$ cat src/assert_macros.svh
// Assertion macros shared by the RTL modules.
`ifndef ASSERT_MACROS_SVH
`define ASSERT_MACROS_SVH

// Checked at every clock edge outside reset.
`define FIJS_ASSERT(lbl, clk, rstn, prop) \
    lbl: assert property (@(posedge clk) disable iff (!rstn) prop) \
        else $error("assertion failed");

// Checked at every clock edge, reset included.
`define FIJS_ASSERT_ALWAYS(lbl, clk, prop) \
    lbl: assert property (@(posedge clk) prop) else $error("assertion failed");

`endif

$ cat src/fijs_ram.sv
// Generic simple dual-port RAM with registered read.
module fijs_ram #(
    parameter int WIDTH = 8,
    parameter int DEPTH = 16
) (
    input  logic                     aclk,
    input  logic                     we,
    input  logic [$clog2(DEPTH)-1:0] waddr,
    input  logic [WIDTH-1:0]         wdata,
    input  logic                     re,
    input  logic [$clog2(DEPTH)-1:0] raddr,
    output logic [WIDTH-1:0]         rdata
);
    logic [WIDTH-1:0] mem [DEPTH];
    logic [WIDTH-1:0] rdata_reg;

    always_ff @(posedge aclk) begin
        if (we) begin
            mem[waddr] <= wdata;
        end
        if (re) begin
            rdata_reg <= mem[raddr];
        end
    end

    assign rdata = rdata_reg;
endmodule

$ cat config.mk
export PLATFORM = sky130hd
export DESIGN_NAME = fijs_ram
export DESIGN_NICKNAME = d
export VERILOG_FILES = /design/src/assert_macros.svh /design/src/fijs_ram.sv
export SDC_FILE = /design/constraint.sdc
export NUM_CORES = 1
export LEC_CHECK = 0
export ABC_AREA = 1
export BUFFER_PORTS_ARGS = -buffer_cell sky130_fd_sc_hd__buf_2
export CORE_ASPECT_RATIO = 1.1
export CORE_UTILIZATION = 40
export DETAILED_ROUTE_END_ITERATION = 10
export GPL_TIMING_DRIVEN = 0
export PLACE_DENSITY = 0.56
export SLEW_MARGIN = 10
export SYNTH_ARGS = -nofsm -noshare
export SYNTH_HDL_FRONTEND = slang
export SYNTH_SLANG_ARGS = --single-unit
export TNS_END_PERCENT = 10
$ cat constraint.sdc
create_clock -name aclk -period 1.1 [get_ports aclk]
set_clock_uncertainty 0.05 [all_clocks]
set_input_delay 0.22 -clock aclk [delete_from_list [all_inputs] [get_ports aclk]]
set_output_delay 0.22 -clock aclk [all_outputs]
set_load 0.05 [all_outputs]
Word-level counts from Yosys, hierarchy flattened. Memory sizes are Yosys's and may differ from the RTL's. A register that Yosys moved wholly into a read port is not among the register bits. Index checks and enable logic that the tools add are counted.

Bits in registers: 0. Word-level logic and storage cells: 3. Bits of input ports: 19. RAM bits: 128. Memories: 1. Output and inout port bits: 8.

Muxes and demuxes: 2.

Memory list: mem (depth 16, width 8, read ports 1, clocked after memory_dff 1, wr ports 1, RTL line fijs_ram.sv:14) `logic [WIDTH-1:0] mem [DEPTH];`.

Operator list (number): $mux 1 (2).

Depth between registers and ports, before layout.
Word-level depth: 2. Gate-level depth with buffers: 8. Depth with buffers taken out: 7.

Worst setup path before layout. No wires, ideal clock.

Kind: input to register. From: in waddr[2]. To: mem mem[10][0] (enable). Path slack: -121 ps. Stages on the path: 2. Data arrival time: 801 ps. Required time: 680 ps. Setup time: 370 ps. Path buffers: 0. Cells stage by stage: nand3b_1 nor2_1.

RTL lines: start: declaration (RTL line fijs_ram.sv:8) `input logic [$clog2(DEPTH)-1:0] waddr,`; end: declaration (RTL line fijs_ram.sv:14).

No word-level cell before the write port.

Worst setup path after layout.
From: reg rdata_reg[1], in the netlist rdata[1], read port of mem. To: out rdata[1].

RTL lines: start: declaration (RTL line fijs_ram.sv:15) `logic [WIDTH-1:0] rdata_reg;`; end: declaration (RTL line fijs_ram.sv:12) `output logic [WIDTH-1:0] rdata`.

No word-level cell between the ends.

==> flow_summary.yaml <==
grt:
  grt-ovfl-total: 0
  gr-usage-all-layers_pct: 20.72
  grt_max_degree: 17
  antenna_found_initial: 0
  grt_pass1_wl_um: 21830
  grt_pass1_vias: 3802
hold_path:
  hold_class: "in -> reg"
  min-delay-start: "re"
sta:
  setup_viol: 71
  min_period_ns: 1.236
  slew_headroom_pct: 62.85
  rsz0062_at_grt: "true"
  whs_ns: 0.08670
  fmax_ghz: 0.8092
  finalCritPeriodShare_pct: 112.3
  worst_slack_ns: -0.1357
  worst_pin_slew_ns: 0.5566
  hold_viol: 0
  slew_viol_final: 0
synthesis:
  synth_cell_types: 11
  synth_most_common_cell: "nand2_1"
  ys_ff_latch: 136
  syn-cell-area_um2: 5847
  ys.warnings.count: 0
  synth_xor_area_share_pct: 0
  synthSimpleGateAreaFrac_pct: 20.76
  synth_edf_count: 136
  synth_top_cell_by_area: "edfxtp_1"
  synth.cells.most_frequent: "nand2_1 (173), edfxtp_1 (136), inv_1 (100)"
  synth_top_area_share_pct: 69.85
  async_flop_share_pct: 0
  syn_area_per_cell_um2: 10.61
  synthAdderAreaFrac_pct: 0
  muxShareOfSynthArea_pct: 0
  synthFlopType: "edfxtp_1"
  synth_compound_area_share_pct: 0
  synthCells: 551
  synth_nets: 570
  yosysSeqAreaShare_pct: 69.85
  synth_area_leaders: "edfxtp_1 (70%), nand2_1 (11%), nand3_1 (8.3%), inv_1 (6.4%), buf_6 (1.2%)"
  synth_top_family_by_area: "simple AND/OR/NAND/NOR gates"
clocking:
  path_clk_slew_ns: 0.06
  cts_root_buffer: "clkbuf_16"
  clock_path_buffers: 2
  cts_buffers: 17
  postCtsHoldBufs: 0
  htreeDepth: 4
  cts_tree: "done"
  cts_sinks: 136
  clock_latency_ns: 0.41
power_and_ir_drop:
  switching_share_pct: 22.15
  power_frac_comb_pct: 7.9
  p_sw_uw: 2818
  p_clk_share_pct: 45.9
  powerDensity_nw_per_um2: 1745
  power.internal_uw: 9906
  ir_drop_v: 0.001184
  power.share.sequential_pct: 46.2
  p_leak_uw: 0.003076
  fin_total_pwr_uw: 12720
critical_path:
  cpPeakStageDelay_ns: 0.39
  cp_max_fo: 1
  start_kind: "flop"
  worstPathRequired_ns: 0.83
  crit_buf_inv: 1
  cp-startpoint: "rdata[1]"
  r2r-start: "mem[11][1]"
  cp_slowest_cell: "edfxtp_1"
  crit_family: "flip-flops"
  crit_type: "reg -> out"
  worst_ep_arrival_time_ns: 0.97
  crit_path_cell_trace: "buf_6"
  critPathCaptureType: "primary output"
final_layout:
  regArea_um2: 4084
  multi_input_area_um2: 1634
  layout-drive-gt1-share_pct: 29.70
  n_fill_cell: 1239
  largest_reg_flops: 128
  antennaDiodeCount: 0
  nets: 612
  area_growth_pct: 24.72
drt:
  firstDrtPassIters: 5
  ant_nets: 0
  viasPerCell: 4.850
  dr.first_iter.drc_count: 284
  top_layer: "met4"
  wl_per_cell_um: 18.05
  drt-total-wl_um: 14330
  drt-met1-wl_um: 6443
  vias: 3851
  routed-wl-met3_um: 819
  dr_wl_met2_um: 6777
  drc_errors: 0
run:
  maxCapViolCount: 0
floorplan:
  core_um2: 14020
  die_w_um: 117.3
  dieArea_um2: 15110
  start_util_pct: 41.70
  die_y_um: 128.8
  pin_count: 27
  rows: 45
placed_design:
  pre_cts_slack_ns: -0.6635
  dp_hpwl_um: 9253
  place_congestion: 0.8557
  place.port_buffers: 23
outcome:
  violations: "negative setup slack"
  outcome: "complete, but fails checks"
[per-stage QoR]
step	area [um2]	cells	setup TNS, ns	utilization (%)
after floorplan	5847	551	-12.90	-
after global placement	6197	762	-72.58	44.20
after detailed placement	6197	762	-74.24	44.20
after CTS	7033	794	-2.768	50.17
after global routing	7292	794	-7.277	52.01
final	7292	794	-3.045	52.01
[final timing paths]
| kind | endpoint | slack [ns] | cells past startpoint |
|---|---|---|---|
| worst max-delay path | rdata[1] | -0.14 | 1 |
| worst min-delay path | rdata[6] | 0.09 | 1 |
| worst max register to register | rdata[1] | -0.05 | 6 |
| worst min register to register | rdata[7] | 0.74 | 6 |
[layout make-up]
| cell class | count | area share, % |
|---|---|---|
| multi-input combinational | 289 | 22.41 |
| inverter | 102 | 5.251 |
| clock buffer | 18 | 5.885 |
| buffer | 24 | 2.471 |
| sequential | 136 | 56.01 |
| clock inverter | 14 | 2.488 |
| tap | 188 | 3.226 |
| timing repair buffer | 23 | 2.265 |
[placed cells by master, fill, tap and decap left out, drive strengths merged]
master | synthesis | routed
nand3 | 97 | 97
edfxtp | 136 | 136
bufinv | 0 | 4
nand2 | 173 | 173
clkinv | 0 | 9
inv | 102 | 102
clkinvlp | 0 | 1
nand3b | 2 | 2
nor2 | 17 | 17
buf | 24 | 42
clkbuf | 0 | 23
[power by group through the flow]
stage	clock, uW	combinational (uW)	sequential [uW]
after floorplan	0	409	6060
after global placement	0	825	5970
after detailed placement	0	832	5970
after CTS	5920	923	5870
after global routing	6130	1090	5880
final	5840	1010	5870
[layer usage]
| layer | global-route usage [%] | up-vias |
|---|---|---|
| met1 | 28.29 | 1840 |
| li1 | - | 1873 |
| met3 | 4.710 | 17 |
| met5 | 0 | - |
| met4 | 6.776 | 0 |
| met2 | 32.70 | 121 |
[cell families after synthesis]
| group | count (synthesis) |
|---|---|
| flip-flops | 136 |
| AND/OR/NAND/NOR | 289 |
| buffers and inverters | 126 |
[what timing repair did]
item,4_1_cts,5_1_grt
cloned,0,0
gates resized for setup,63,63
pin swaps,10,28
endpoints found under the setup margin,128,141
buffers inserted,0,0
Note: power is estimated with default switching activity, not from simulation.
