### config.mk
export PLATFORM = sky130hd
export DESIGN_NAME = fijs_jobq
export DESIGN_NICKNAME = d
export VERILOG_FILES = /design/src/fijs_pkg.sv /design/src/fijs_jobq.sv
export VERILOG_INCLUDE_DIRS = /design/src /design/src/src
export SDC_FILE = /design/constraint.sdc
export NUM_CORES = 1
export LEC_CHECK = 0
export BUFFER_PORTS_ARGS = -buffer_cell sky130_fd_sc_hd__buf_2
export CAP_MARGIN = 5
export CELL_PAD_IN_SITES_DETAIL_PLACEMENT = 1
export CELL_PAD_IN_SITES_GLOBAL_PLACEMENT = 1
export CORE_MARGIN = 3
export CORE_UTILIZATION = 43
export CTS_BUF_LIST = sky130_fd_sc_hd__clkbuf_4 sky130_fd_sc_hd__clkbuf_8
export DETAILED_ROUTE_END_ITERATION = 8
export PLACE_DENSITY = 0.79
export SYNTH_ARGS = -nofsm -noshare
export SYNTH_HDL_FRONTEND = slang
export SYNTH_SLANG_ARGS = --single-unit
export TNS_END_PERCENT = 50
### constraint.sdc
create_clock -name aclk -period 1.4 [get_ports aclk]
set_input_delay 0.42 -clock aclk [delete_from_list [all_inputs] [get_ports aclk]]
set_output_delay 0.42 -clock aclk [all_outputs]
set_load 0.03 [all_outputs]
### src/assert_macros.svh
// Assertion macros shared by the RTL modules.
`ifndef ASSERT_MACROS_SVH
`define ASSERT_MACROS_SVH

// Checked at every clock edge outside reset.
`define FIJS_ASSERT(lbl, clk, rstn, prop) \
    lbl: assert property (@(posedge clk) disable iff (!rstn) prop) \
        else $error("assertion failed");

// Checked at every clock edge, reset included.
`define FIJS_ASSERT_ALWAYS(lbl, clk, prop) \
    lbl: assert property (@(posedge clk) prop) else $error("assertion failed");

`endif

### src/fijs_pkg.sv
// Types, constants and widths for the frame interval jitter statistics block.
package fijs_pkg;

    localparam int MAX_WINDOW    = 128;
    localparam int INTERVAL_BITS = 24;

    localparam int TS_W      = 48;
    localparam int OP_W      = 2;
    localparam int CFG_W     = 8;
    localparam int MEAN_W    = 24;
    localparam int RES_W     = 32;
    localparam int CNT_W     = $clog2(MAX_WINDOW + 1);
    localparam int ADDR_W    = $clog2(2 * MAX_WINDOW);
    localparam int TOTAL_W   = INTERVAL_BITS + CNT_W;
    localparam int SQ_W      = 2 * TOTAL_W;
    localparam int S_W       = SQ_W + CNT_W;
    localparam int DIV_W     = S_W + 32;
    localparam int ROOT_IN_W = 64;
    localparam int FPS_K_W   = 20;
    localparam int JOBQ_DEPTH = 2;

    localparam logic [CFG_W-1:0]   WINDOW_LEN_RESET = 8'd128;
    localparam logic [FPS_K_W-1:0] FPS_K            = 20'd1000000;

    typedef enum logic [OP_W-1:0] {
        OP_START = 2'd0,
        OP_END   = 2'd1,
        OP_CYCLE = 2'd2,
        OP_NONE  = 2'd3
    } fijs_op_t;

    typedef struct packed {
        logic             bank;
        logic [CNT_W-1:0] n;
    } fijs_job_t;

    typedef enum logic [3:0] {
        BK_IDLE,
        BK_SUM,
        BK_DEV,
        BK_MEAN_GO,
        BK_MEAN_WT,
        BK_FPS_GO,
        BK_FPS_WT,
        BK_SD_GO,
        BK_SD_WT,
        BK_SDQ_GO,
        BK_SDQ_WT,
        BK_REL_GO,
        BK_REL_WT,
        BK_RLQ_GO,
        BK_RLQ_WT,
        BK_OUT
    } fijs_state_t;

endpackage

### src/fijs_jobq.sv
// Short job queue between the mark decoder and the statistics engine.
`include "assert_macros.svh"
module fijs_jobq (
    input  logic                aclk,
    input  logic                aresetn,
    input  logic                push,
    input  fijs_pkg::fijs_job_t din,
    input  logic                pop,
    output fijs_pkg::fijs_job_t dout,
    output logic                empty
);
    localparam int PTR_W = $clog2(fijs_pkg::JOBQ_DEPTH);

    fijs_pkg::fijs_job_t                 entry_reg [fijs_pkg::JOBQ_DEPTH];
    logic [PTR_W-1:0]                    wr_ptr_reg, rd_ptr_reg;
    logic [$clog2(fijs_pkg::JOBQ_DEPTH+1)-1:0] fill_reg;
    logic                                full;

    assign empty = (fill_reg == '0);
    assign full  = (32'(fill_reg) == fijs_pkg::JOBQ_DEPTH);
    assign dout  = entry_reg[rd_ptr_reg];

    always_ff @(posedge aclk) begin
        if (push) begin
            entry_reg[wr_ptr_reg] <= din;
        end
    end

    always_ff @(posedge aclk) begin
        if (!aresetn) begin
            wr_ptr_reg <= '0;
            rd_ptr_reg <= '0;
            fill_reg   <= '0;
        end else begin
            if (push) begin
                wr_ptr_reg <= wr_ptr_reg + 1'b1;
            end
            if (pop) begin
                rd_ptr_reg <= rd_ptr_reg + 1'b1;
            end
            if (push && !pop) begin
                fill_reg <= fill_reg + 1'b1;
            end else if (pop && !push) begin
                fill_reg <= fill_reg - 1'b1;
            end
        end
    end

    `FIJS_ASSERT(a_no_overflow, aclk, aresetn, push |-> !full)
    `FIJS_ASSERT(a_no_underflow, aclk, aresetn, pop |-> !empty)
endmodule

# After elaboration in Yosys (flattened, before gate mapping)
# Memories as Yosys holds them, arrays and structs flattened. A register that Yosys moved wholly into a read port is not among the register bits.
# Cells that the tools add are included.
word_totals:
  register_bits: 4
  ram_bits: 18
  out_inout_bits: 10
  wordCells: 20
  n_memories: 1
op_classes:
  n_addsub: 4
  n_mux: 6
  reduce_logical: 6
memory_table:
  columns: ["memory", "words", "width", "rd", "rd_clocked_by_memory_dff", "write_ports", "line", "source"]
  rows:
  - ["entry_reg", 2, 9, 1, 1, 1, "fijs_jobq.sv:14", "fijs_pkg::fijs_job_t entry_reg [fijs_pkg::JOBQ_DEPTH];"]
ops:
  columns: ["operator", "n"]
  rows:
  - ["two-way mux 1 bit", 4]
  - ["two-way mux 2 bit", 2]
  - ["adder 1 bit (second input constant)", 2]
  - ["adder 2 x 1 -> 2 bit (second input constant)", 1]
  - ["logical AND 1 bit", 2]
  - ["zero test 1 bit", 2]
  - ["zero test 2 bit", 1]
  - ["nonzero test 2 bit", 1]
  - ["subtractor 2 x 1 -> 2 bit (second input constant)", 1]

# Longest topological paths before layout
# Gate-level depths: netlist (run 1).
depth:
  ltp_word: 4
  ltp_mapped: 5

# Worst setup path after synthesis (run 1)
# No wires, ideal clock.
synth_path:
  path_kind: "register to output"
  from: "register with a tool-made name"
  to: "output dout[0] (netlist name)"
  t_arrival_ns: 0.894
  required_ns: 0.980
  path_slack_ns: 0.086
  path_stages_with_launch: 3
  n_path_buf: 1
  cell_sequence: "dfxtp_1 -> buf_2 -> mux2_2"
synth_lines:
  columns: ["item", "line", "source"]
  rows:
  - ["to (decl)", "fijs_jobq.sv:9", "output fijs_pkg::fijs_job_t dout,"]

==> results.txt, run 1 <==
The flow ran to the end, but the final reports show violations. The checks that failed: setup timing. The areal power density over the cells was 1210 mW/mm2; the post-layout minimum cycle time was 1.65 ns. STA classifies the critical path startpoint as a flip-flop. The worst endpoint data arrival time is 1.23 ns, and the detailed-route DRC error count is 0. TritonCTS built the clock tree.

After the last flow step, the layout net total stands at 95. Average wire per standard cell: 15.3 um. The area of the core came out at 0.00180 mm2.

After global routing the overflow that remains totals 0. Setup repair after global routing could not meet its margin everywhere. The detailed router placed 517 vias in this run. 23 I/O pins were placed.

The tools report the slack of the worst reg-to-reg path as 0.25 ns. The wire length of the first global-routing pass was 2570 um; the cell count after synthesis was 49. The buffer cell driving the clock tree root is clkbuf_4. The pre-antenna-repair detailed-routing pass consisted of 3 iterations. The worst setup slack after layout is -0.253 ns, and the data required time at the worst endpoint is 0.98 ns.

Number of distinct library cells after synthesis: 15. The die covers 0.00256 mm2. The number of buffers on the longest clock path is 2. The cell total after placement is 101. The TritonCTS sink count was 23; the total of warnings raised by yosys was 0. Hold violation total from the final report: 0. The cell family contributing the most delay on the critical path is flip-flops.

The die outline height works out to 50.6 um. Among the stages of the critical path, the cell type that occurs most often is buf_6. The number of flip-flops under the largest register name is 18, and the fraction of the yosys area taken by sequential cells is 0.747. Category of the critical setup timing path: reg -> out.

The logs give 0 for the number of max-capacitance violations reported and 605 MHz for the fmax. Counting flops and latches in the post-synthesis netlist gives 23. Max-slew headroom at the worst pin: 0.696. The logs give 0 for the number of antenna-violating nets in the routed design and 0 for the count of inserted antenna diode cells. At the pin with the least slew margin, the transition time is 0.456 ns. Type of the worst min-delay path: in -> reg.

Number of global-route vias before repair: 531. Entering global routing, the biggest net connects 13 pins. For the aggregate global-route resource usage, the log shows 0.141. Excluding fillers, the count of instances in the completed layout stands at 105.

Number of antenna violations at the first check in global routing: 0. The clock latency on the worst-skew pair is 0.30 ns, and the total leakage power is 0.489 nW. For the starting density of the core, the log shows 0.476. The congestion estimate from routability-driven global placement came to 0.666. The share of final-layout standard cells stronger than drive strength 1 is 0.563, and the post-DP HPWL is 1150 um.

Walking the worst path, the cells encountered are buf_6 > mux2_4 > buf_6. Number of max-slew violations in the final report: 0. The worst setup path is captured at a primary output. The slowest stage cell on the critical path was dfxtp_2. The number of cell instances on the worst register-to-register path was 1; the buffer and inverter count on the worst path was 2. The worst hold path stage count works out to 1. After clock tree synthesis, the clock-pin slew on the worst setup and hold paths is 0.11 ns. In this run the core area contains 15 standard-cell rows.

In this run the worst path has a maximum fanout of 5. The detailed router finished its first iteration with 6 violations. On the final layout, the worst clock skew is 0.00404 ns. Post-CTS timing repair inserted 0 buffers for setup.

The synthesized area is 857 um2. The wire length after detailed routing was 1600 um; the worst voltage drop across the vdd grid was 825 uV. The mean cell area of the mapped netlist was 17.5 um2. The portion of the clock cycle consumed by the worst path in the final layout is 1.18, and the number of port buffers is 22.

Depth of the critical timing path with buffers and inverters included: 3. The share of the core filled with cells in the final layout came out at 0.654. The number of nets in the synthesized netlist is 63.

Across all hold checks on the routed design, the worst slack comes to 0.300 ns. Clock tree synthesis inserted a total of 3 buffers. The chip width came out at 50.6 um. Relative to the synthesized area, the layout overhead comes to 37.5%.

The finished layout cell area is 0.00118 mm2, and the ratio of routed vias to standard cells is 4.92. The maximum level of the CTS H-tree was 1. Once placement finished, the instance area stood at 0.00104 mm2. Setup violations remaining at the end of the flow were counted as 9. The largest single stage delay on the critical path is 0.36 ns.
report_power, final:
group          internal, mW  switching (mW)  total, mW
sequential            0.785          0.0215      0.806
combinational         0.162           0.152      0.314
clock                 0.130           0.177      0.307
total                  1.08           0.350       1.43
cells by family after synthesis:
family | synth area share
mux | 0.118
xor+xnor | 0.0307
fa+ha+maj | 0.0146
flops | 0.747
compound gates | 0.0234
buf+inv | 0.0102
simple gates | 0.0555
path summary, 6_finish.rpt:
| check | startpoint | end |
|---|---|---|
| setup reg to reg | wr_ptr_reg | entry_reg[1][2] |
| setup / recovery | flip-flop | dout[4] |
| hold reg to reg | fill_reg[1] | fill_reg[1] |
| hold / removal | din[7] | entry_reg[0][7] |
layout by cell type (no fill, tap or decap):
| master | n |
|---|---|
| a21boi_1 | 1 |
| and2_1 | 4 |
| buf_2 | 12 |
| buf_4 | 4 |
| buf_6 | 12 |
| clkbuf_4 | 4 |
| dfxtp_1 | 2 |
| dfxtp_2 | 3 |
| edfxtp_1 | 18 |
| ha_1 | 1 |
| inv_1 | 1 |
| mux2_4 | 9 |
| nor2_2 | 1 |
| nor2b_1 | 2 |
| o21a_1 | 1 |
| o21ai_0 | 1 |
| or3_1 | 1 |
| xnor2_1 | 1 |
| xor2_1 | 2 |
layout make-up:
type	instances	area (um2)
tap	25	31.3
clock buffer	4	30.0
inverter	1	3.75
sequential	23	644
multi-input combinational	24	244
timing repair buffer	28	225
fill	175	623
synth_stat cells:
cell      count  area share
inv_1         1      0.0044
nor2_1        1      0.0044
mux2_2        9        0.12
buf_2         1      0.0058
dfxtp_1       5        0.12
o21a_1        1      0.0088
o21ai_0       1      0.0058
or3_1         1      0.0073
edfxtp_1     18        0.63
nor2b_1       2       0.015
and2_1        4       0.029
ha_1          1       0.015
xnor2_1       1       0.010
xor2_1        2       0.020
a21boi_1      1      0.0088
stage by stage:
step                setup slack [ns]  total power, mW  TNS [ns]
floorplan                     0.0859            0.969         0
global placement              0.0167             1.05         0
detailed placement           -0.0160             1.06    -0.156
CTS                           -0.265             1.43     -2.33
global route                  -0.312             1.51     -2.71
finish                        -0.253             1.43     -2.23
metal layers:
metal	up-vias	global-route usage	part of all wire
met1	257	0.151	0.37
met3	4	0.0326	0.056
li1	242	-	-
met4	0	0.0673	0.016
met2	14	0.257	0.56
met5	-	0	0
repair_timing:
action,in CTS,in global routing
resized for setup,30,6
cloned,0,0
hold endpoints to repair,0,0
hold buffers,0,0
setup endpoints to repair,9,10
No activity file was read; power rests on OpenSTA's default activity.
==> run 2: changes to the inputs <==
Settings changed: CELL_PAD_IN_SITES_DETAIL_PLACEMENT 1 to 0, TNS_END_PERCENT 50 to 10.
==> results.txt, run 2 (same netlist as run 1, synthesis figures left out) <==
The routability congestion estimate from global placement is 0.666. The worst register-to-register path ends at entry_reg[1][8]. The maximum level of the CTS H-tree came out at 1.

Clock latency on the worst-skew pair, taken at its later pin, is 0.30 ns. The final reports fail on setup timing. The maximum fanout along the worst path came out at 5. The portion of the clock cycle consumed by the worst path in the final layout was 1.18; the finished layout cell area was 0.00117 mm2. Worst reg2reg path startpoint: wr_ptr_reg. The run gives 2 as the number of buffers on the longest clock path. Traced cell by cell, the critical path runs through buf_6 > mux2_4 > buf_6. The buffer and inverter count on the worst path was 2; the number of max-slew violations in the final report was 0.

The path class of the tightest hold or removal check is in -> reg. The slack of the worst reg-to-reg path is 0.29 ns, and the clock share of power is 0.217. The data required time at the worst endpoint came out at 0.98 ns. The worst-margin pin slew came out at 0.433 ns. Across the routed clock network, the largest skew measured is 0.00537 ns. Measured along the x axis, the die boundary spans 50.6 um. The number of global-route vias before repair was 472. Entering global routing, the biggest net connects 13 pins. The first global-routing pass estimated 2120 um of wire. After detailed routing, the average wire length per cell comes to 12.6 um.

In this run the vertical extent of the chip is 50.6 um. The number of cell instances on the worst register-to-register path was 1; the net switching share of the total power was 0.242. The post-layout minimum cycle time was 1.66 ns; the number of max-capacitance violations reported was 0. The region available for standard cell placement spans 0.00180 mm2. At the end of the flow, the number of nets in the layout was 95. Leaving out fill and tap cells, the most frequent cell in the layout is edfxtp_1. In this design, the stage delay of the slowest critical-path cell is 0.36 ns.

The post-detailed-placement cell area is 0.00104 mm2, and the TritonCTS sink count is 23. The beginning of the worst hold path was din[7]. The most common cell type on the critical path was buf_6. TritonCTS built the clock tree. The final route contains 488 vias.

CTS placed an instance of clkbuf_4 at the clock tree root. Buffers inserted during clock tree synthesis total 3. The number of antenna violations at the first check in global routing was 0; the detailed-router iteration count before antenna repair was 4. After legalization and detailed placement, the total HPWL measured 929 um.

The clock slew seen by the registers of the worst setup and hold paths was 0.12 ns; the number of flip-flops under the largest register name was 18. The tools report the sequential share of power as 0.569. The kind of start point of the critical path is a flip-flop. For this design the static power due to leakage is 0.487 nW. Buffers placed on the I/O ports in this run total 22. The share of final-layout standard cells stronger than drive strength 1 works out to 0.563.

The logs give 0.711 for the max-slew headroom at the worst pin and 0.116 for the aggregate global-route resource usage. Power spread over the standard cell area amounts to 1210 mW/mm2. The slowest stage of the critical path is the dfxtp_2 cell. The number of DRC markers in iteration 0 is 8, and the wire length after detailed routing is 1330 um. The logs give 0 for the hold violation total from the final report and -0.258 ns for the worst setup slack after layout.

The ratio of routed vias to standard cells is 4.65. Worst hold endpoint: entry_reg[1][7]. In the final timing run, aggregate negative setup slack is -2.23 ns. The layout overhead on the synthesized area is 37.1%.

The critical path is of the reg -> out type. Once detail routing completed, the nets flagged for antenna violations numbered 0. IR analysis of the VDD net gives a maximum drop of 797 uV. The flow ran to the end, but the final reports show violations.

Fill cells in the final layout number 143. Row generation in the floorplan step produced 15 rows. For the starting density of the core, the log shows 0.476. The worst hold path stage count is 1. The detailed-route DRC error count came out at 0. Setup repair after global routing could not meet its margin everywhere. The die covers 0.00256 mm2. STA classifies the critical path endpoint as a primary output. In this run the count of I/O pins placed on the die edge is 23. The worst endpoint data arrival time was 1.24 ns. After global routing the overflow that remains totals 0. The library cells used most frequently in the layout, excluding fill and tap cells, are edfxtp_1, buf_2, buf_6. Internal power comes to 1.07 mW. For the net load switching power, the log shows 0.343 mW. Setup violations remaining at the end of the flow were counted as 9. The number of antenna diodes in the final layout is 0.

The largest delay contributor family on the critical path is flip-flops. The fmax was 603 MHz; the combinational share of power was 0.215.
-- run 2: power groups by stage --
stage	Sequential [mW]	Combinational, mW	Clock [mW]
2_1_floorplan	0.810	0.159	0
5_1_grt	0.809	0.326	0.354
6_report	0.805	0.304	0.307
3_3_place_gp	0.812	0.236	0
4_1_cts	0.802	0.302	0.321
3_5_place_dp	0.814	0.240	0
-- run 2: metal layers --
layer	GRT usage	share of wire	wire, um
met1	0.135	0.42	563
met2	0.198	0.51	676
met3	0.0297	0.057	76
met4	0.0538	0.0068	9
met5	0	0	0
-- run 2: stage by stage --
stage	setup WS [ns]	total power, mW	instances	hold slack (ns)	utilization
4_1_cts	-0.275	1.42	105	0.290	0.648
5_1_grt	-0.321	1.49	105	0.275	0.652
3_5_place_dp	-0.0135	1.05	101	0.486	0.576
6_report	-0.258	1.42	105	0.303	0.652
2_1_floorplan	0.0859	0.969	49	0.457	-
3_3_place_gp	0.0167	1.05	101	0.472	0.576
-- run 2: layout make-up --
cell class              count  area (um2)  share of cell area
well taps                  25        31.3              0.0266
repair buffers             28         221               0.188
multi-input cells          24         244               0.208
flip-flops and latches     23         644               0.548
inverters                   1        3.75             0.00319
clock buffers               4        30.0              0.0256
-- run 2: worst max-delay path by stage --
stage,to,slack [ns],cells past startpoint
global placement,fill_reg[1],0.02,4
global route,dout[8],-0.32,3
floorplan,dout[0],0.09,2
detailed placement,fill_reg[1],-0.01,4
CTS,dout[4],-0.28,3
finish,dout[6],-0.26,3
-- run 2: what timing repair did --
action | 4_1_cts | 5_1_grt
buffers inserted | 0 | 0
pin swaps | 0 | 0
hold buffers | 0 | 0
gates resized for setup | 30 | 5
setup endpoints to repair | 9 | 10
hold endpoints to repair | 0 | 0
