===== src/assert_macros.svh =====
// Assertion macros shared by the RTL modules.
`ifndef ASSERT_MACROS_SVH
`define ASSERT_MACROS_SVH

// Checked at every clock edge outside reset.
`define FIJS_ASSERT(lbl, clk, rstn, prop) \
    lbl: assert property (@(posedge clk) disable iff (!rstn) prop) \
        else $error("assertion failed");

// Checked at every clock edge, reset included.
`define FIJS_ASSERT_ALWAYS(lbl, clk, prop) \
    lbl: assert property (@(posedge clk) prop) else $error("assertion failed");

`endif


===== src/fijs_pkg.sv =====
// Types, constants and widths for the frame interval jitter statistics block.
package fijs_pkg;

    localparam int MAX_WINDOW    = 128;
    localparam int INTERVAL_BITS = 24;

    localparam int TS_W      = 48;
    localparam int OP_W      = 2;
    localparam int CFG_W     = 8;
    localparam int MEAN_W    = 24;
    localparam int RES_W     = 32;
    localparam int CNT_W     = $clog2(MAX_WINDOW + 1);
    localparam int ADDR_W    = $clog2(2 * MAX_WINDOW);
    localparam int TOTAL_W   = INTERVAL_BITS + CNT_W;
    localparam int SQ_W      = 2 * TOTAL_W;
    localparam int S_W       = SQ_W + CNT_W;
    localparam int DIV_W     = S_W + 32;
    localparam int ROOT_IN_W = 64;
    localparam int FPS_K_W   = 20;
    localparam int JOBQ_DEPTH = 2;

    localparam logic [CFG_W-1:0]   WINDOW_LEN_RESET = 8'd128;
    localparam logic [FPS_K_W-1:0] FPS_K            = 20'd1000000;

    typedef enum logic [OP_W-1:0] {
        OP_START = 2'd0,
        OP_END   = 2'd1,
        OP_CYCLE = 2'd2,
        OP_NONE  = 2'd3
    } fijs_op_t;

    typedef struct packed {
        logic             bank;
        logic [CNT_W-1:0] n;
    } fijs_job_t;

    typedef enum logic [3:0] {
        BK_IDLE,
        BK_SUM,
        BK_DEV,
        BK_MEAN_GO,
        BK_MEAN_WT,
        BK_FPS_GO,
        BK_FPS_WT,
        BK_SD_GO,
        BK_SD_WT,
        BK_SDQ_GO,
        BK_SDQ_WT,
        BK_REL_GO,
        BK_REL_WT,
        BK_RLQ_GO,
        BK_RLQ_WT,
        BK_OUT
    } fijs_state_t;

endpackage


===== src/fijs_front.sv =====
// Mark decoder: measures intervals, fills the interval store and posts window jobs.
module fijs_front (
    input  logic                          aclk,
    input  logic                          aresetn,
    input  logic                          cfg_we,
    input  logic [fijs_pkg::CFG_W-1:0]    cfg_wdata,
    input  logic                          s_valid,
    output logic                          s_ready,
    input  logic [fijs_pkg::OP_W-1:0]     s_op,
    input  logic [fijs_pkg::TS_W-1:0]     s_ts,
    input  logic                          pending,
    output logic                          wr_en,
    output logic [fijs_pkg::ADDR_W-1:0]   wr_addr,
    output logic [fijs_pkg::INTERVAL_BITS-1:0] wr_data,
    output logic                          job_push,
    output fijs_pkg::fijs_job_t           job
);
    logic [fijs_pkg::CFG_W-1:0] window_len_reg;
    logic [fijs_pkg::CNT_W-1:0] count_reg, count_next;
    logic                       bank_reg, bank_next;
    logic [fijs_pkg::TS_W-1:0]  start_time_reg;
    logic                       start_valid_reg, start_valid_next;

    logic [fijs_pkg::CNT_W-1:0] n_eff;
    logic [fijs_pkg::CNT_W-1:0] count_inc;
    logic [fijs_pkg::TS_W-1:0]  diff;
    logic                       acc, active, is_end, is_start, store, done;

    always_comb begin
        if (32'(window_len_reg) > 32'(fijs_pkg::MAX_WINDOW)) begin
            n_eff = fijs_pkg::CNT_W'(fijs_pkg::MAX_WINDOW);
        end else begin
            n_eff = fijs_pkg::CNT_W'(window_len_reg);
        end

        // With a job pending, hold off all marks when the next interval would end a window.
        s_ready = !(pending && (32'(count_reg) + 32'd1 >= 32'(n_eff)));
        acc     = s_valid && s_ready;

        is_end   = 1'b0;
        is_start = 1'b0;
        unique case (fijs_pkg::fijs_op_t'(s_op))
            fijs_pkg::OP_START: is_start = 1'b1;
            fijs_pkg::OP_END:   is_end   = 1'b1;
            fijs_pkg::OP_CYCLE: begin
                is_end   = 1'b1;
                is_start = 1'b1;
            end
            default: ;
        endcase
        active = acc && (n_eff != '0);

        diff = s_ts - start_time_reg;
        if (diff > fijs_pkg::TS_W'({fijs_pkg::INTERVAL_BITS{1'b1}})) begin
            wr_data = '1;
        end else begin
            wr_data = diff[fijs_pkg::INTERVAL_BITS-1:0];
        end

        store     = active && is_end && start_valid_reg && (count_reg < n_eff);
        count_inc = count_reg + 1'b1;
        done      = store && (count_inc == n_eff);

        wr_en = store;
        if (bank_reg) begin
            wr_addr = fijs_pkg::ADDR_W'(fijs_pkg::MAX_WINDOW) + fijs_pkg::ADDR_W'(count_reg);
        end else begin
            wr_addr = fijs_pkg::ADDR_W'(count_reg);
        end

        job_push = done;
        job.bank = bank_reg;
        job.n    = n_eff;

        count_next = count_reg;
        bank_next  = bank_reg;
        if (store) begin
            count_next = done ? '0 : count_inc;
            bank_next  = done ? !bank_reg : bank_reg;
        end

        start_valid_next = start_valid_reg;
        if (active && is_end) begin
            start_valid_next = 1'b0;
        end
        if (active && is_start) begin
            start_valid_next = 1'b1;
        end
    end

    always_ff @(posedge aclk) begin
        if (!aresetn) begin
            window_len_reg  <= fijs_pkg::WINDOW_LEN_RESET;
            count_reg       <= '0;
            bank_reg        <= 1'b0;
            start_time_reg  <= '0;
            start_valid_reg <= 1'b0;
        end else begin
            if (cfg_we) begin
                window_len_reg <= cfg_wdata;
                count_reg      <= '0;
            end else begin
                count_reg <= count_next;
            end
            bank_reg        <= bank_next;
            start_valid_reg <= start_valid_next;
            if (active && is_start) begin
                start_time_reg <= s_ts;
            end
        end
    end
endmodule


===== config.mk =====
export PLATFORM = sky130hd
export DESIGN_NAME = fijs_front
export DESIGN_NICKNAME = d
export VERILOG_FILES = /design/src/assert_macros.svh /design/src/fijs_pkg.sv /design/src/fijs_front.sv
export SDC_FILE = /design/constraint.sdc
export NUM_CORES = 1
export LEC_CHECK = 0
export BUFFER_PORTS_ARGS = -buffer_cell sky130_fd_sc_hd__buf_4
export CAP_MARGIN = 25
export CORE_MARGIN = 2
export CORE_UTILIZATION = 55
export DETAILED_ROUTE_END_ITERATION = 7
export PLACE_DENSITY = 0.8
export SYNTH_ARGS = -nofsm -noshare
export SYNTH_HDL_FRONTEND = slang
export SYNTH_SLANG_ARGS = --single-unit

===== constraint.sdc =====
create_clock -name aclk -period 6.93 [get_ports aclk]
set_clock_uncertainty 0.1 [all_clocks]
set_input_delay 0.693 -clock aclk [delete_from_list [all_inputs] [get_ports aclk]]
set_output_delay 0.693 -clock aclk [all_outputs]
set_load 0.02 [all_outputs]

# == Word-level counts from Yosys, hierarchy flattened ==
# Index checks and enable logic that the tools add are counted.
# totals
wordCells,42
ff_bits,66
# classes
addsub,4
magnitude_cmp,4
n_bitwise,1
muxes,8
reduce_logical,17
n_eq_ne,3
# ops
cell,count
$gt A48 B24 Y1 const B,1
$sub A48 B48 Y48,1
$mux W24,1
$mux W8,3
$add A8 B1 Y9 const B,1
$ge A9 B8 Y1,1
$add A8 B1 Y8 const B,1
$add A8 B8 Y8 const A,1
$eq A8 B8 Y1,1
$gt A8 B8 Y1 const B,1
$logic_and A1 B1 Y1,8
$lt A8 B8 Y1,1
$reduce_bool A8 Y1,1
$reduce_or A2 Y1,3
$mux W1,4
$eq A2 B1 Y1 const B,1
$eq A2 B2 Y1 const B,1
$logic_not A1 Y1,2
$logic_not A2 Y1,1
$reduce_and A2 Y1,1
$reduce_bool A2 Y1,1
$not A1 Y1,1

# == Longest topological paths before layout ==
# Gate-level depths: netlist of the first run.
# depth
word_depth,12
mapped_depth,16

# == Worst setup path before layout of the first run ==
# No wires, ideal clock.
# synth_path
path_type,in2out
from,input s_ts[0] in the netlist's numbering
to,output wr_data[10] in the netlist's numbering
cell_stages,13
path_slack_ns,2.358
path_buffers,1
t_arrival_ns,3.779
cell_sequence,inv_1 ha_1 fa_1 nand2b_1 a21oi_2 o21ai_0 a2111oi_0 o21ai_0 nor4b_2 xnor2_1 nor4_2 clkbuf_1 nand4_1
# synth_between
elab_chain_cells,3
# synth_rtl
item,line,rtl
from (decl),fijs_front.sv:10,"input logic [fijs_pkg::TS_W-1:0] s_ts,"
$sub A48 B48 Y48 (*),fijs_front.sv:53,diff = s_ts - start_time_reg;
$gt A48 B24 Y1,fijs_front.sv:54,if (diff > fijs_pkg::TS_W'({fijs_pkg::INTERVAL_BITS{1'b1}})) begin
$mux W24 (*),fijs_front.sv:54,
to (decl),fijs_front.sv:14,"output logic [fijs_pkg::INTERVAL_BITS-1:0] wr_data,"
# Every way passes the cells marked *; elsewhere a longest branch is shown, timed or not.

# == Final worst setup path of the first run ==
# layout_path
from,input s_ts[0] in the netlist's numbering
to,output wr_data[20] in the netlist's numbering
# The elaborated chain is that of the path after synthesis.

==> flow_metrics.env, run 1 <==
export IMPL_numCtsBuffers=9
export IMPL_cts_sink_count=66
export IMPL_ctsHtreeMaxLevel=3
export IMPL_multiInputGateArea_um2=5230
export IMPL_tightest_slew_ns=0.941
export IMPL_grt_overflow=0
export IMPL_fin_crit_ns=5.31
export IMPL_largest_reg_flops=48
export IMPL_drt_initial_drc_count=347
export IMPL_rows=41
export IMPL_io_buffer_count=106
export IMPL_clockPowerShare_pct=37.4
export IMPL_detail_route_antenna_nets=0
export IMPL_hold_viol=0
export IMPL_p_leak_nw=3.25
export IMPL_num_vias=6793
export IMPL_grt_pass1_wl_um=30700
export IMPL_insertion_delay_ns=0.35
export IMPL_post_cts_resized=0
export IMPL_grt_met1_usage_pct=34.0
export IMPL_async_reset_ff_share_pct=0
export IMPL_yosys_warnings=0
export IMPL_synth_cell_type_count=72
export IMPL_grt_busiest_layer="met2"
export IMPL_worst_r2r_cell_count=12
export IMPL_regArea_um2=1320
export IMPL_required_ns=6.14
export IMPL_hold_path_end="bank_reg$_SDFFE_PN0P_"
export IMPL_layout_common_cells="buf_4, ha_1, dfxtp_1"
export IMPL_fmax_mhz=188
export IMPL_wl_um=18700
export IMPL_core_um2=12600
export IMPL_die_y_um=118
export IMPL_crit_path_end_kind="output pin"
export IMPL_fp_dieArea_um2=13800
export IMPL_post_cts_setup_buffers=0
export IMPL_fin_hold_ws_ns=0.408
export IMPL_cts_tree="built"
export IMPL_initial_utilization_pct=56.3
export IMPL_insertedDiodeCount=0
export IMPL_gr_usage_met2_pct=44.5
export IMPL_synth_cells=901
export IMPL_cts_root_buf="clkbuf_16"
export IMPL_p_int_w=0.000957
export IMPL_nets=1095
export IMPL_routabilityCongestion=1.02
export IMPL_drc=0
export IMPL_synth_nets=1031
export IMPL_syn_to_final_growth_pct=15.3
export IMPL_reg2reg_slack_ns=2.66
export IMPL_worstHoldStart="bank_reg$_SDFFE_PN0P_"
export IMPL_grt_max_degree=62
export IMPL_cts_hold_buf=0
export IMPL_path_max_fanout=17
export IMPL_cap_violations=0
export IMPL_dp_slack_ns=1.65
export IMPL_pwr_share_seq_pct=27.8
export IMPL_synth_area_leaders="dfxtp_1, ha_1, mux2i_1"
export IMPL_yosysTopAreaCell="dfxtp_1"
export IMPL_post_drt_wl_per_cell_um=16.4
export IMPL_synth_edff_count=0
export IMPL_synth_ff_type="dfxtp_1"
export IMPL_nFillCells=1172
export IMPL_first_global_vias=6426
export IMPL_drive_above_1_share_pct=16.5
export IMPL_netlist_area_leader_share_pct=18.6
export IMPL_path_class="in2out"
export IMPL_setup_slack_ns=1.62
export IMPL_status="finished clean"
export IMPL_whs_path_depth=2
export IMPL_pin_count=107
export IMPL_yosysSeqAreaShare_pct=18.6
export IMPL_p_sw_share_pct=34.9
export IMPL_startpoint_type="input pin"
export IMPL_power_density_nw_per_um2=179
export IMPL_hp_class="reg2reg"
export IMPL_power_switching_w=0.000513
export IMPL_synth_seq_cells=66
export IMPL_period_share_pct=76.7
export IMPL_relSlewSlack_pct=37.3
export IMPL_rr_endpoint="start_time_reg[14]$_SDFFE_PN0P_"
export IMPL_fin_tns_setup_ns=0
export IMPL_path_clk_slew_ns=0.06
export IMPL_antenna_found_initial=0
export IMPL_firstDrtPassIters=5
export IMPL_dp_cells=1126
export IMPL_r2r_start="count_reg[0]$_SDFFE_PP0P_"
export IMPL_hpwl_um=14200
export IMPL_final_common_cell="buf_4"
export IMPL_synth_area_per_cell_um2=7.88
export IMPL_grt_usage_pct=26.7
export IMPL_worst_endpoint_arrival_ns=4.52
export IMPL_stdcell_count=1141
export IMPL_via_per_inst=5.95
export IMPL_syn_cell_area_um2=7100
export IMPL_grt_use_met3_pct=4.51
export IMPL_finalSetupViolCount=0
export IMPL_pwr_share_comb_pct=34.8
export IMPL_ir_drop_mv=0.138
export IMPL_fp_dieW_um=118
export IMPL_drv_slew=0
export IMPL_rsz0062_at_grt="false"
export IMPL_cts_buffer_depth=2
## cell families (layout without fill, tap and decap cells)
family,count (synthesis),in the layout,share of synthesized area [%]
simple gates,316,316,25.9
compound gates,219,219,20.9
buf+inv,124,192,7.94
fa+ha+maj,67,67,11.9
mux,67,67,9.53
flops,66,66,18.6
xor+xnor,42,42,5.18
## metal layers
metal / share of wire [%] / up-vias / wire [µm]
li1: - / 3385 / -
met1: 45 / 3138 / 8350
met2: 47 / 229 / 8760
met3: 6.1 / 41 / 1140
met4: 2.6 / 0 / 489
met5: 0 / - / 0
## final cells by class
cell class	instances	share of cell area [%]
well taps	172	2.63
flip-flops and latches	66	16.1
repair buffers	111	10.2
clock buffers	9	2.75
clock inverters	6	1.41
multi-input cells	711	63.9
inverters	66	3.02
## synthesized netlist by cell type, types with 7 or more instances
library cell,instances
a211oi_1,10
a21o_1,23
a21oi_1,59
and2_1,7
and3_1,9
buf_2,16
buf_4,13
clkbuf_1,25
dfxtp_1,66
ha_1,66
inv_1,65
mux2i_1,62
nand2_1,60
nand2b_1,10
nand3_1,15
nand4_1,39
nor2_1,35
nor2b_1,65
nor3_1,31
o211ai_1,12
o21a_1,23
o21ai_0,27
xnor2_1,22
xor2_1,20
## through the flow
stage               total power (W)  area (µm²)  util (%)
floorplan                  0.000794        7100         -
global placement           0.000912        7850      62.2
detailed placement         0.000918        7850      62.2
CTS                         0.00147        8190      64.9
global route                0.00154        8190      64.9
finish                      0.00147        8190      64.9
## how the worst max path moves through the flow
stage,from,endpoint,cells past startpoint
detailed placement,s_ts[0],wr_data[10],15
floorplan,s_ts[0],wr_data[10],13
finish,s_ts[0],wr_data[20],15
global placement,s_ts[0],wr_data[22],15
CTS,s_ts[0],wr_data[10],15
global route,s_ts[0],wr_data[14],15
## power by group through the flow
stage,combinational (W),clock (W),sequential [W]
5_1_grt,0.000559,0.000570,0.000410
4_1_cts,0.000505,0.000553,0.000408
3_3_place_gp,0.000496,0,0.000416
6_report,0.000511,0.000549,0.000409
3_5_place_dp,0.000501,0,0.000417
2_1_floorplan,0.000380,0,0.000414
## critical path, cell delays in order
cell,delay (ns)
buf_4,0.08
inv_1,0.03
ha_1,0.21
fa_1,0.40
nand2b_1,0.20
a21oi_2,0.20
o21ai_0,0.16
a2111oi_0,0.77
o21ai_0,0.19
nor4b_2,0.20
xnor2_1,0.16
nor4_4,0.60
buf_4,0.32
nand4_1,0.12
buf_4,0.18
Note: power is estimated with default switching activity, not from simulation.
==> run 2, diff against run 1 <==
- ABC_AREA: default -> 1
- clock period: 6.93 -> 4.95 ns (I/O delays scaled with it)
==> run 2 against run 1 <==
Effect of this change: setup slack worse by 0.98 ns; critical endpoint is now wr_data[3]; non-clock buffer count is the same; cell area is 8.8% higher; global-route usage rose by 4.4 points; largest power group is now combinational cells; critical path depth is 3 higher; clock power is 33% higher; area after synthesis grew 8.4%; sequential power is 43% higher; die area up 8.2%; sequential share of layout area fell by 1.3 points; hold slack worse by 0.13 ns; core utilization down 0.22 points.
==> flow_metrics.env, run 2 <==
export IMPL_synthTopCellsByCount="nand2_1, inv_1, nor2_1"
export IMPL_post_cts_setup_buffers=0
export IMPL_path_delay_family="simple AND/OR/NAND/NOR gates"
export IMPL_setup_slack_ns=0.637
export IMPL_initial_utilization_pct=55.9
export IMPL_yosysSeqAreaShare_pct=17.2
export IMPL_clockPowerShare_pct=32.9
export IMPL_required_ns=4.36
export IMPL_path_max_fanout=19
export IMPL_firstDrtPassIters=5
export IMPL_ir_drop_mv=0.171
export IMPL_rows=43
export IMPL_syn_to_final_growth_pct=15.7
export IMPL_pwr_share_comb_pct=41.0
export IMPL_dp_cells=1613
export IMPL_nets=1575
export IMPL_crit_path_end_kind="output pin"
export IMPL_postLayoutCellArea_um2=8910
export IMPL_nFillCells=1378
export IMPL_fmax_mhz=232
export IMPL_fin_crit_ns=4.31
export IMPL_ctsHtreeMaxLevel=3
export IMPL_cap_violations=0
export IMPL_yosys_warnings=0
export IMPL_period_share_pct=87.1
export IMPL_synth_most_common_cell="nand2_1"
export IMPL_cts_hold_buf=0
export IMPL_synth_ff_type="dfxtp_1"
export IMPL_grt_usage_pct=31.1
export IMPL_layout_common_cells="nand2_1, inv_1, buf_4"
export IMPL_post_cts_resized=0
export IMPL_antenna_found_initial=0
export IMPL_worst_endpoint_arrival_ns=3.72
export IMPL_pwr_share_seq_pct=26.2
export IMPL_critical_path_cell_chain="ha_1, fa_1, inv_1, nand3_1, nand3_1, nand2_1, nand2_1, nand2_1, nand2_2, nand2_1, nand3_1, nand2_1, nor2_1, nand2_1, nor2_4, buf_4, nand4_1, buf_4"
export IMPL_core_um2=13800
export IMPL_dpl_instance_area_um2=8560
export IMPL_first_global_vias=7307
export IMPL_num_vias=8232
export IMPL_yosysTopAreaCell="nand2_1"
export IMPL_rsz0062_at_grt="false"
export IMPL_cts_root_buf="clkbuf_16"
export IMPL_dp_slack_ns=0.745
export IMPL_startpoint_type="register"
export IMPL_final_common_cell="nand2_1"
export IMPL_numCtsBuffers=9
export IMPL_hold_viol=0
export IMPL_async_reset_ff_share_pct=0
export IMPL_drive_above_1_share_pct=14.1
export IMPL_power_density_nw_per_um2=250
export IMPL_post_drt_wl_per_cell_um=14.1
export IMPL_hp_class="in2reg"
export IMPL_io_buffer_count=106
export IMPL_fp_dieArea_um2=15000
export IMPL_finalSetupViolCount=0
export IMPL_wl_um=22900
export IMPL_hpwl_um=18900
export IMPL_p_leak_nw=5.00
export IMPL_drt_initial_drc_count=569
export IMPL_netlist_area_leader_share_pct=20.8
export IMPL_status="finished clean"
export IMPL_drv_slew=0
export IMPL_stdcell_count=1630
export IMPL_cts_buffer_depth=2
export IMPL_die_y_um=122
export IMPL_relSlewSlack_pct=56.9
export IMPL_detail_route_antenna_nets=0
export IMPL_drc=0
export IMPL_via_per_inst=5.05
export IMPL_p_int_w=0.00135
export IMPL_grt_overflow=0
export IMPL_synth_area_per_cell_um2=5.68
export IMPL_fin_hold_ws_ns=0.278
export IMPL_grt_max_degree=58
export IMPL_insertion_delay_ns=0.34
export IMPL_synth_cells=1356
export IMPL_fp_dieW_um=122
export IMPL_synth_nets=1486
export IMPL_critical_path_buf_inv_count=3
export IMPL_synth_area_leaders="nand2_1, dfxtp_1, inv_1"
export IMPL_cts_sink_count=66
export IMPL_path_class="reg2out"
export IMPL_cts_tree="built"
export IMPL_synth_edff_count=0
export IMPL_power_switching_w=0.000875
export IMPL_synth_cell_type_count=39
export IMPL_pin_count=107
export IMPL_crit_top_cell="nand2_1"
export IMPL_path_clk_slew_ns=0.05
export IMPL_routabilityCongestion=1.01
export IMPL_syn_cell_area_um2=7700
export IMPL_fin_tns_setup_ns=0
export IMPL_p_sw_share_pct=39.3
export IMPL_synth_seq_cells=66
export IMPL_largest_reg_flops=48
export IMPL_slowest_stage="nor2_4"
export IMPL_tightest_slew_ns=0.646
export IMPL_cpPeakStageDelay_ns=0.48
export IMPL_insertedDiodeCount=0
export IMPL_grt_pass1_wl_um=36600
==> run 2: logic make-up (layout without fill, tap and decap cells) <==
kind of cell	count (synthesis)	in the layout	share of synthesized area, %
adder cells (fa/ha/maj)	67	67	11.0
buffers and inverters	337	431	17.4
flip-flops	66	66	17.2
AO/OA/AOI/OAI	176	176	12.0
XOR/XNOR	30	30	3.41
AND/OR/NAND/NOR	680	680	39.0
==> run 2: path summary, 6_finish.rpt <==
path                             startpoint                               to  slack (ns)  cells after the start
min                            cfg_wdata[7]   window_len_reg[7]$_SDFFE_PN1P_        0.28                      3
min reg2reg  start_time_reg[3]$_SDFFE_PN0P_   start_time_reg[3]$_SDFFE_PN0P_        0.36                      2
max reg2reg       count_reg[2]$_SDFFE_PP0P_  start_time_reg[18]$_SDFFE_PN0P_        1.14                     18
max          start_time_reg[0]$_SDFFE_PN0P_                       wr_data[3]        0.64                     18
==> run 2: final cells by class <==
| cell class | instances | area, µm² | share of cell area (%) |
|---|---|---|---|
| Clock buffer | 12 | 256 | 2.88 |
| Clock inverter | 4 | 73.8 | 0.829 |
| Tap cell | 180 | 225 | 2.53 |
| Multi-Input combinational cell | 953 | 5050 | 56.6 |
| Timing Repair Buffer | 111 | 846 | 9.49 |
| Sequential cell | 66 | 1320 | 14.8 |
| Inverter | 304 | 1140 | 12.8 |
==> run 2: worst register-to-register path, cell delays in order, from the launching register on <==
cell and delay [ns]:
dfxtp_1 0.44, nand3_1 0.16, nand3b_1 0.24, nand3b_1 0.20, xor2_1 0.18, inv_1 0.06
ha_1 0.29, inv_1 0.05, nor3_1 0.19, nand3_1 0.22, inv_1 0.22, nor3_1 0.07
nand3_1 0.08, nand2_1 0.11, o211ai_4 0.16, buf_12 0.24, buf_4 0.39, o21ai_0 0.20
a21oi_1 0.15
==> run 2: power groups by stage <==
stage | registers, W | clock network (W) | logic, W
after global placement | 0.000594 | 0 | 0.000889
after floorplan | 0.000591 | 0 | 0.000650
after detailed placement | 0.000595 | 0 | 0.000891
after global routing | 0.000587 | 0.000756 | 0.00102
after CTS | 0.000583 | 0.000737 | 0.000897
final | 0.000583 | 0.000732 | 0.000912
==> run 2: metal layers <==
layer	vias up	wire, µm	global-route usage (%)
met5	-	0	0
met4	0	446	9.12
met3	30	1610	4.74
met2	245	10000	48.7
met1	3620	10800	43.9
li1	4337	-	-
==> run 2: through the flow <==
step           util [%]  power [W]
2_1_floorplan         -    0.00124
3_3_place_gp       62.1    0.00148
3_5_place_dp       62.1    0.00149
4_1_cts            64.5    0.00222
5_1_grt            64.7    0.00236
6_report           64.7    0.00223
